<file path="config.mk">
export PLATFORM = sky130hd
export DESIGN_NAME = typed_field_rule_matcher
export DESIGN_NICKNAME = d
export VERILOG_FILES = /design/src/sv/tfrm_pkg.sv /design/src/sv/tfrm_ram.sv /design/src/sv/typed_field_rule_matcher.sv
export SDC_FILE = /design/constraint.sdc
export NUM_CORES = 2
export LEC_CHECK = 0
export BUFFER_PORTS_ARGS = -buffer_cell sky130_fd_sc_hd__buf_2
export CORE_MARGIN = 10
export CORE_UTILIZATION = 50
export CTS_BUF_LIST = sky130_fd_sc_hd__clkbuf_8
export CTS_CLUSTER_SIZE = 20
export DETAILED_ROUTE_END_ITERATION = 8
export HOLD_SLACK_MARGIN = 0.03
export PLACE_DENSITY = 0.66
export SLEW_MARGIN = 20
export SYNTH_ARGS = -nofsm -noshare
export SYNTH_HDL_FRONTEND = slang
export SYNTH_SLANG_ARGS = --single-unit
</file>
<file path="constraint.sdc">
create_clock -name clk -period 23.8 [get_ports clk]
set_clock_uncertainty 0.05 [all_clocks]
set_input_delay 0 -clock clk [delete_from_list [all_inputs] [get_ports clk]]
set_output_delay 0 -clock clk [all_outputs]
set_load 0.03 [all_outputs]
</file>
<file path="src/sv/tfrm_pkg.sv">
// types and constants for the typed field rule matcher
// no dependencies
package tfrm_pkg;
  localparam logic [3:0] OP_EQ = 4'd0;
  localparam logic [3:0] OP_NE = 4'd1;
  localparam logic [3:0] OP_LT = 4'd2;
  localparam logic [3:0] OP_LE = 4'd3;
  localparam logic [3:0] OP_GT = 4'd4;
  localparam logic [3:0] OP_GE = 4'd5;
  localparam logic [3:0] OP_IN = 4'd6;
  localparam logic [3:0] OP_NIN = 4'd7;

  localparam logic [2:0] CLS_UNS = 3'd0;
  localparam logic [2:0] CLS_SGN = 3'd1;
  localparam logic [2:0] CLS_FLT = 3'd2;
  localparam logic [2:0] CLS_MAC = 3'd3;
  localparam logic [2:0] CLS_IP4 = 3'd4;
  localparam logic [2:0] CLS_IP6 = 3'd5;

  localparam logic [1:0] ADDR_OP = 2'd0;
  localparam logic [1:0] ADDR_CLS = 2'd1;
  localparam logic [1:0] ADDR_LEN = 2'd2;

  typedef enum logic [1:0] {ST_IDLE, ST_READ, ST_SCAN, ST_OUT} state_t;
endpackage

</file>
<file path="src/sv/tfrm_ram.sv">
// generic simple dual-port ram (one write port, one read port) with registered read
// no dependencies
module tfrm_ram #(
  parameter int WIDTH = 128,
  parameter int DEPTH = 16
) (
  input  logic                     clk,
  input  logic                     we,
  input  logic [$clog2(DEPTH)-1:0] waddr,
  input  logic [WIDTH-1:0]         wdata,
  input  logic [$clog2(DEPTH)-1:0] raddr,
  output logic [WIDTH-1:0]         rdata
);
  logic [WIDTH-1:0] mem [DEPTH];
  always_ff @(posedge clk) begin
    if (we) mem[waddr] <= wdata;
    rdata <= mem[raddr];
  end
endmodule

</file>
<file path="src/sv/typed_field_rule_matcher.sv">
// typed field rule matcher: one shared compare unit walks the value table
// uses tfrm_pkg and tfrm_ram
// a load word is written to the table when accepted; a test word goes from READ
//   straight to OUT when decided without a table compare, else through SCAN, where the
//   list operators walk n = min(list_length, LIST_DEPTH) entries, one compare per entry
// in_tready is high only in IDLE, so a new word waits until the last result is taken
// reset: synchronous active-low; state and config registers reset, captured input word and table contents undefined
module typed_field_rule_matcher #(
  parameter int LIST_DEPTH = 16
) (
  input  logic         clk,
  input  logic         rst_n,
  input  logic         in_tvalid,
  output logic         in_tready,
  // tdata: value_low[63:0], value_high[127:64], record_class[130:128], pad
  input  logic [135:0] in_tdata,
  // tuser: func[0], entry_index[4:1]
  input  logic [4:0]   in_tuser,
  output logic         out_tvalid,
  input  logic         out_tready,
  // tdata: match[0], class_mismatch[1], pad
  output logic [7:0]   out_tdata,
  input  logic         cfg_psel,
  input  logic         cfg_penable,
  input  logic         cfg_pwrite,
  input  logic [3:0]   cfg_paddr,
  input  logic [31:0]  cfg_pwdata,
  output logic [31:0]  cfg_prdata,
  output logic         cfg_pready
);
  localparam int AW = (LIST_DEPTH > 1) ? $clog2(LIST_DEPTH) : 1;
  localparam int CW = $clog2(LIST_DEPTH + 1);

  tfrm_pkg::state_t st_r, st_nxt;
  logic [3:0]  op_r;
  logic [2:0]  cls_r;
  logic [4:0]  len_r;
  logic [63:0] lo_r, hi_r;
  logic [2:0]  rcls_r;
  logic [CW-1:0] idx_r, idx_nxt, n_lim;
  logic found_r, found_nxt, match_r, mis_r, res_nxt, mis_nxt;
  logic [127:0] rdata;
  logic eq, lt, gt, ordered;
  logic [AW-1:0] raddr;
  logic in_acc, wr_en;

  assign cfg_pready = 1'b1;
  assign in_tready = (st_r == tfrm_pkg::ST_IDLE);
  assign in_acc = in_tvalid && in_tready;
  assign wr_en = in_acc && !in_tuser[0] && (32'(in_tuser[4:1]) < 32'(LIST_DEPTH));
  assign n_lim = ({27'd0, len_r} > 32'(LIST_DEPTH)) ? CW'(LIST_DEPTH) : CW'(len_r);
  assign raddr = AW'(idx_nxt);

  tfrm_ram #(.WIDTH(128), .DEPTH(LIST_DEPTH)) u_ram (
    .clk(clk), .we(wr_en), .waddr(AW'(in_tuser[4:1])),
    .wdata(in_tdata[127:0]), .raddr(raddr), .rdata(rdata)
  );

  always_comb begin
    cfg_prdata = 32'd0;
    case (cfg_paddr[3:2])
      tfrm_pkg::ADDR_OP:  cfg_prdata = {28'd0, op_r};
      tfrm_pkg::ADDR_CLS: cfg_prdata = {29'd0, cls_r};
      tfrm_pkg::ADDR_LEN: cfg_prdata = {27'd0, len_r};
      default:            cfg_prdata = 32'd0;
    endcase
  end

  // shared compare unit against the word read from the table
  logic [63:0] e;
  logic a_nan, b_nan, a_zero, b_zero;
  assign e = rdata[63:0];
  always_comb begin
    a_nan = (lo_r[62:52] == 11'h7ff) && (lo_r[51:0] != 52'd0);
    b_nan = (e[62:52] == 11'h7ff) && (e[51:0] != 52'd0);
    a_zero = (lo_r[62:0] == 63'd0);
    b_zero = (e[62:0] == 63'd0);
    lt = 1'b0; gt = 1'b0; eq = 1'b0; ordered = 1'b1;
    case (cls_r)
      tfrm_pkg::CLS_UNS: begin
        eq = lo_r == e; lt = lo_r < e; gt = lo_r > e;
      end
      tfrm_pkg::CLS_SGN: begin
        eq = lo_r == e; lt = $signed(lo_r) < $signed(e); gt = $signed(lo_r) > $signed(e);
      end
      tfrm_pkg::CLS_FLT: begin
        if (a_nan || b_nan) begin
          eq = 1'b0;
        end else if (a_zero && b_zero) begin
          eq = 1'b1;
        end else begin
          eq = lo_r == e;
          if (lo_r[63] != e[63]) begin
            lt = lo_r[63]; gt = e[63];
          end else if (!lo_r[63]) begin
            lt = lo_r[62:0] < e[62:0]; gt = lo_r[62:0] > e[62:0];
          end else begin
            lt = lo_r[62:0] > e[62:0]; gt = lo_r[62:0] < e[62:0];
          end
        end
      end
      tfrm_pkg::CLS_MAC: begin eq = lo_r[47:0] == e[47:0]; ordered = 1'b0; end
      tfrm_pkg::CLS_IP4: begin eq = lo_r[31:0] == e[31:0]; ordered = 1'b0; end
      default: begin eq = (lo_r == e) && (hi_r == rdata[127:64]); ordered = 1'b0; end
    endcase
  end

  always_comb begin
    st_nxt = st_r;
    case (st_r)
      tfrm_pkg::ST_IDLE:
        if (in_acc && in_tuser[0]) st_nxt = tfrm_pkg::ST_READ;
      tfrm_pkg::ST_READ:
        if (rcls_r != cls_r || rcls_r > tfrm_pkg::CLS_IP6) st_nxt = tfrm_pkg::ST_OUT;
        else if ((op_r == tfrm_pkg::OP_IN || op_r == tfrm_pkg::OP_NIN) && n_lim == '0)
          st_nxt = tfrm_pkg::ST_OUT;
        else if (op_r > tfrm_pkg::OP_NIN) st_nxt = tfrm_pkg::ST_OUT;
        else st_nxt = tfrm_pkg::ST_SCAN;
      tfrm_pkg::ST_SCAN:
        if (!(op_r == tfrm_pkg::OP_IN || op_r == tfrm_pkg::OP_NIN) || idx_r + 1'b1 >= n_lim)
          st_nxt = tfrm_pkg::ST_OUT;
      tfrm_pkg::ST_OUT:
        if (out_tready) st_nxt = tfrm_pkg::ST_IDLE;
      default: st_nxt = tfrm_pkg::ST_IDLE;
    endcase
  end

  always_comb begin
    idx_nxt = '0;
    found_nxt = found_r;
    res_nxt = match_r;
    mis_nxt = mis_r;
    case (st_r)
      tfrm_pkg::ST_IDLE: found_nxt = 1'b0;
      tfrm_pkg::ST_READ: begin
        mis_nxt = rcls_r != cls_r;
        res_nxt = (op_r == tfrm_pkg::OP_NIN) && rcls_r == cls_r && rcls_r <= tfrm_pkg::CLS_IP6;
      end
      tfrm_pkg::ST_SCAN: begin
        idx_nxt = idx_r + 1'b1;
        found_nxt = found_r | eq;
        case (op_r)
          tfrm_pkg::OP_EQ:  res_nxt = eq;
          tfrm_pkg::OP_NE:  res_nxt = !eq;
          tfrm_pkg::OP_LT:  res_nxt = ordered && lt;
          tfrm_pkg::OP_LE:  res_nxt = ordered && (lt || eq);
          tfrm_pkg::OP_GT:  res_nxt = ordered && gt;
          tfrm_pkg::OP_GE:  res_nxt = ordered && (gt || eq);
          tfrm_pkg::OP_IN:  res_nxt = found_r | eq;
          tfrm_pkg::OP_NIN: res_nxt = !(found_r | eq);
          default:          res_nxt = 1'b0;
        endcase
      end
      default: idx_nxt = '0;
    endcase
  end

  always_ff @(posedge clk) begin
    if (!rst_n) begin
      st_r <= tfrm_pkg::ST_IDLE;
      op_r <= 4'd0; cls_r <= 3'd0; len_r <= 5'd1;
      idx_r <= '0; found_r <= 1'b0; match_r <= 1'b0; mis_r <= 1'b0;
    end else begin
      st_r <= st_nxt;
      idx_r <= idx_nxt;
      found_r <= found_nxt;
      match_r <= res_nxt;
      mis_r <= mis_nxt;
      if (cfg_psel && cfg_penable && cfg_pwrite) begin
        case (cfg_paddr[3:2])
          tfrm_pkg::ADDR_OP:  op_r <= cfg_pwdata[3:0];
          tfrm_pkg::ADDR_CLS: cls_r <= cfg_pwdata[2:0];
          tfrm_pkg::ADDR_LEN: len_r <= cfg_pwdata[4:0];
          default: ;
        endcase
      end
    end
  end

  always_ff @(posedge clk) begin
    if (in_acc) begin
      lo_r <= in_tdata[63:0];
      hi_r <= in_tdata[127:64];
      rcls_r <= in_tdata[130:128];
    end
  end

  assign out_tvalid = (st_r == tfrm_pkg::ST_OUT);
  assign out_tdata = {6'd0, mis_r, match_r};
endmodule

</file>
==> out/results.txt <==
CTS Sinks = 2329
most frequent cells in the layout = edfxtp_1, nand2_1, mux2i_1
vias = 50900
clock buffer depth = 4
post-DR wirelength/cell = 25.5 µm
Yosys cell types = 65
CTS tree = yes
Async SR Flop Fraction = 0%
first-pass GRT wire length = 330 mm
area occupied by multi-input gates = 21100 µm²
synth top area cells = edfxtp_1, mux2i_1, dfxtp_1, mux4_2, a311oi_1
number of synthesized flops with an enable pin = 2179
min Tclk post-route = 6.77 ns
RSZ-0062 raised after global routing = false
share of cells above drive strength 1 = 13.7%
I/O pin count = 227
post-synthesis register bit count = 2329
VDD IR-drop max = 0.0621 mV
grt total ovfl = 0
largest net degree at the start of global routing = 165
Fin. Hold Viols = 0
Final ANT Viol Nets = 0
CP delay by family, top = buffers and inverters
# fillers = 13600
Die Ht = 447 µm
relative slew slack = 24.2%
final net count = 6336
most common cell after layout, fill and taps aside = edfxtp_1
Leak = 34.3 nW
CORE AREA = 181000 µm²
die area = 200000 µm²
Mapped Cells = 5471
Rows = 156
Register Area = 68400 µm²
root buf cell = clkbuf_8
Most Frequent Cell on Critical Path = buf_4
crit path max fanout = 136
Layout Utilization = 57.8%
final WL = 223 mm
YS warnings = 0
Final period util = 28.4%
port bufs = 158
via density per instance = 5.82
worst min-delay path class = input pin to flop
Die W = 447 µm
Peak Freq = 148 MHz
vias in the first global route = 50700
critical path class = flop to flop
fin. max-slew vios = 0
GR Util All Layers = 21.9%
DRC = 0
Crit. End Element = flop
Syn-to-layout area delta = 14.9%
top-area cell type share of the netlist area = 71.9%
Top FF cell, synth = edfxtp_1
Post-CTS Setup Repair Bufs = 0
Setup TNS = 0 ns
largest area contributor in the netlist = edfxtp_1
CP bufs+invs = 6
Iter 0 DRT Violations = 4819
Worst Slack Setup Final = 17.03 ns
maxcap violations = 0
sequential cell area fraction in the yosys report = 75.2%
status = complete, no violations
H-Tree Depth = 5
total CTS buffers = 379
initial core utilization = 50.3%
CP required = 24.62 ns
clk slew on worst S/H paths = 0.06 ns
syn_area_per_cell = 16.6 µm²
crit path cell chain = inv_1, ha_1, nor2b_4, buf_12, buf_4, buf_4, buf_4, buf_4, mux4_2, a211oi_1, a21oi_1
CP startpoint kind = flop
dpl hpwl = 110 mm
worst slack, placed = 17.13 ns
critical path arrival = 7.59 ns
Placer Congestion = 0.843
initial antenna violation count = 30
worst slew pin tran = 1.14 ns
worst-path cell with the longest stage delay = buf_4
clk_lat worst skew = 1.04 ns
Max stage delay on crit path = 0.82 ns
Final setup viols = 0
Syn Std Cell Area = 91000 µm²
PD cells = 89.2 nW/µm²
First-pass DRT Iterations = 6
## Yosys cell counts (all sizes together), types with 4 or more instances
| cell type | n |
|---|---|
| edfxtp | 2179 |
| inv | 84 |
| and2 | 6 |
| o21bai | 4 |
| nor2b | 274 |
| nand2 | 549 |
| o21ai | 22 |
| nor3 | 147 |
| nor4 | 45 |
| dfxtp | 150 |
| nor3b | 4 |
| nand2b | 11 |
| nor2 | 38 |
| mux4 | 129 |
| a211oi | 261 |
| clkbuf | 274 |
| buf | 79 |
| ha | 74 |
| nand3 | 27 |
| a21boi | 5 |
| xnor2 | 40 |
| a21oi | 155 |
| and3 | 13 |
| a311oi | 254 |
| nand4 | 34 |
| mux2i | 523 |
| xor2 | 24 |
| a21o | 12 |
## cell type report
type,count,share of cell area [%]
inverters,84,0.301
diodes,11,0.0263
flip-flops and latches,2329,65.4
multi-input cells,2736,20.1
clock buffers,423,5.57
clock inverters,254,1.18
repair buffers,548,4.50
well taps,2370,2.84
## worst reg2reg max path, cell delays in order (launching register included)
cell      delay, ns
dfxtp_1        0.35
inv_1          0.09
ha_1           0.57
nor2b_4        0.56
buf_12         0.68
buf_4          0.89
buf_4          0.90
buf_4          0.85
buf_4          0.74
mux4_2         0.61
a211oi_1       0.27
a21oi_1        0.08
## kinds of logic (layout without fill, tap and decap cells)
logic type	Yosys count	after routing	share of synthesized area, %
AO/OA/AOI/OAI	755	755	6.14
XOR/XNOR	64	64	0.616
adder cells (fa/ha/maj)	74	74	1.02
buffers and inverters	438	1309	1.98
flip-flops	2329	2329	75.2
multiplexers	652	652	8.94
other	2	45	0.00825
AND/OR/NAND/NOR	1157	1157	6.13
## per-layer routing
| layer | GRT usage (%) | share of wire (%) | routed length (µm) | vias to the layer above |
|---|---|---|---|---|
| met3 | 4.15 | 7.0 | 15500 | 442 |
| met4 | 6.70 | 2.7 | 6100 | 18 |
| li1 | - | - | - | 22700 |
| met2 | 35.8 | 48 | 107000 | 1915 |
| met5 | 0 | 0.052 | 115 | - |
| met1 | 30.0 | 42 | 93700 | 25800 |
## state kept, by name (all words and copies together), names as in the netlist
name and flops:
u_ram.mem 2048, u_ram.rdata 128, hi_r 64, lo_r 64
idx_r 5, len_r 5, op_r 4, cls_r 3
rcls_r 3, st_r 2, found_r 1, match_r 1
mis_r 1
## report_power, final
group	switching (W)	internal (W)	leakage [nW]
combinational	0.000837	0.000497	9.17
clock	0.00153	0.00170	4.17
sequential	0.000105	0.00467	20.9
## timing repair
action	CTS	global route
endpoints found under the hold margin	2728	0
gates resized for setup	0	0
endpoints found under the setup margin	0	0
hold buffers	310	0
## stage by stage
step	power [W]	cell area, µm²	cells	hold slack [ns]
floorplan	0.00571	91200	5503	0.0489
global placement	0.00612	94300	7754	0.139
detailed placement	0.00614	94400	7756	0.135
CTS	0.00940	105000	8743	0.0339
global route	0.00971	105000	8751	0.130
finish	0.00933	105000	8755	0.160
## worst paths after layout
kind | start | to | slack, ns | cells after the start
worst max-delay path | st_r[0] | u_ram.rdata[124] | 17.03 | 11
worst max register to register | st_r[0] | u_ram.rdata[124] | 17.03 | 11
worst min register to register | mis_r | mis_r | 0.44 | 1
worst min-delay path | cfg_psel | len_r[1] | 0.16 | 6
(Power assumes the default switching activity.)
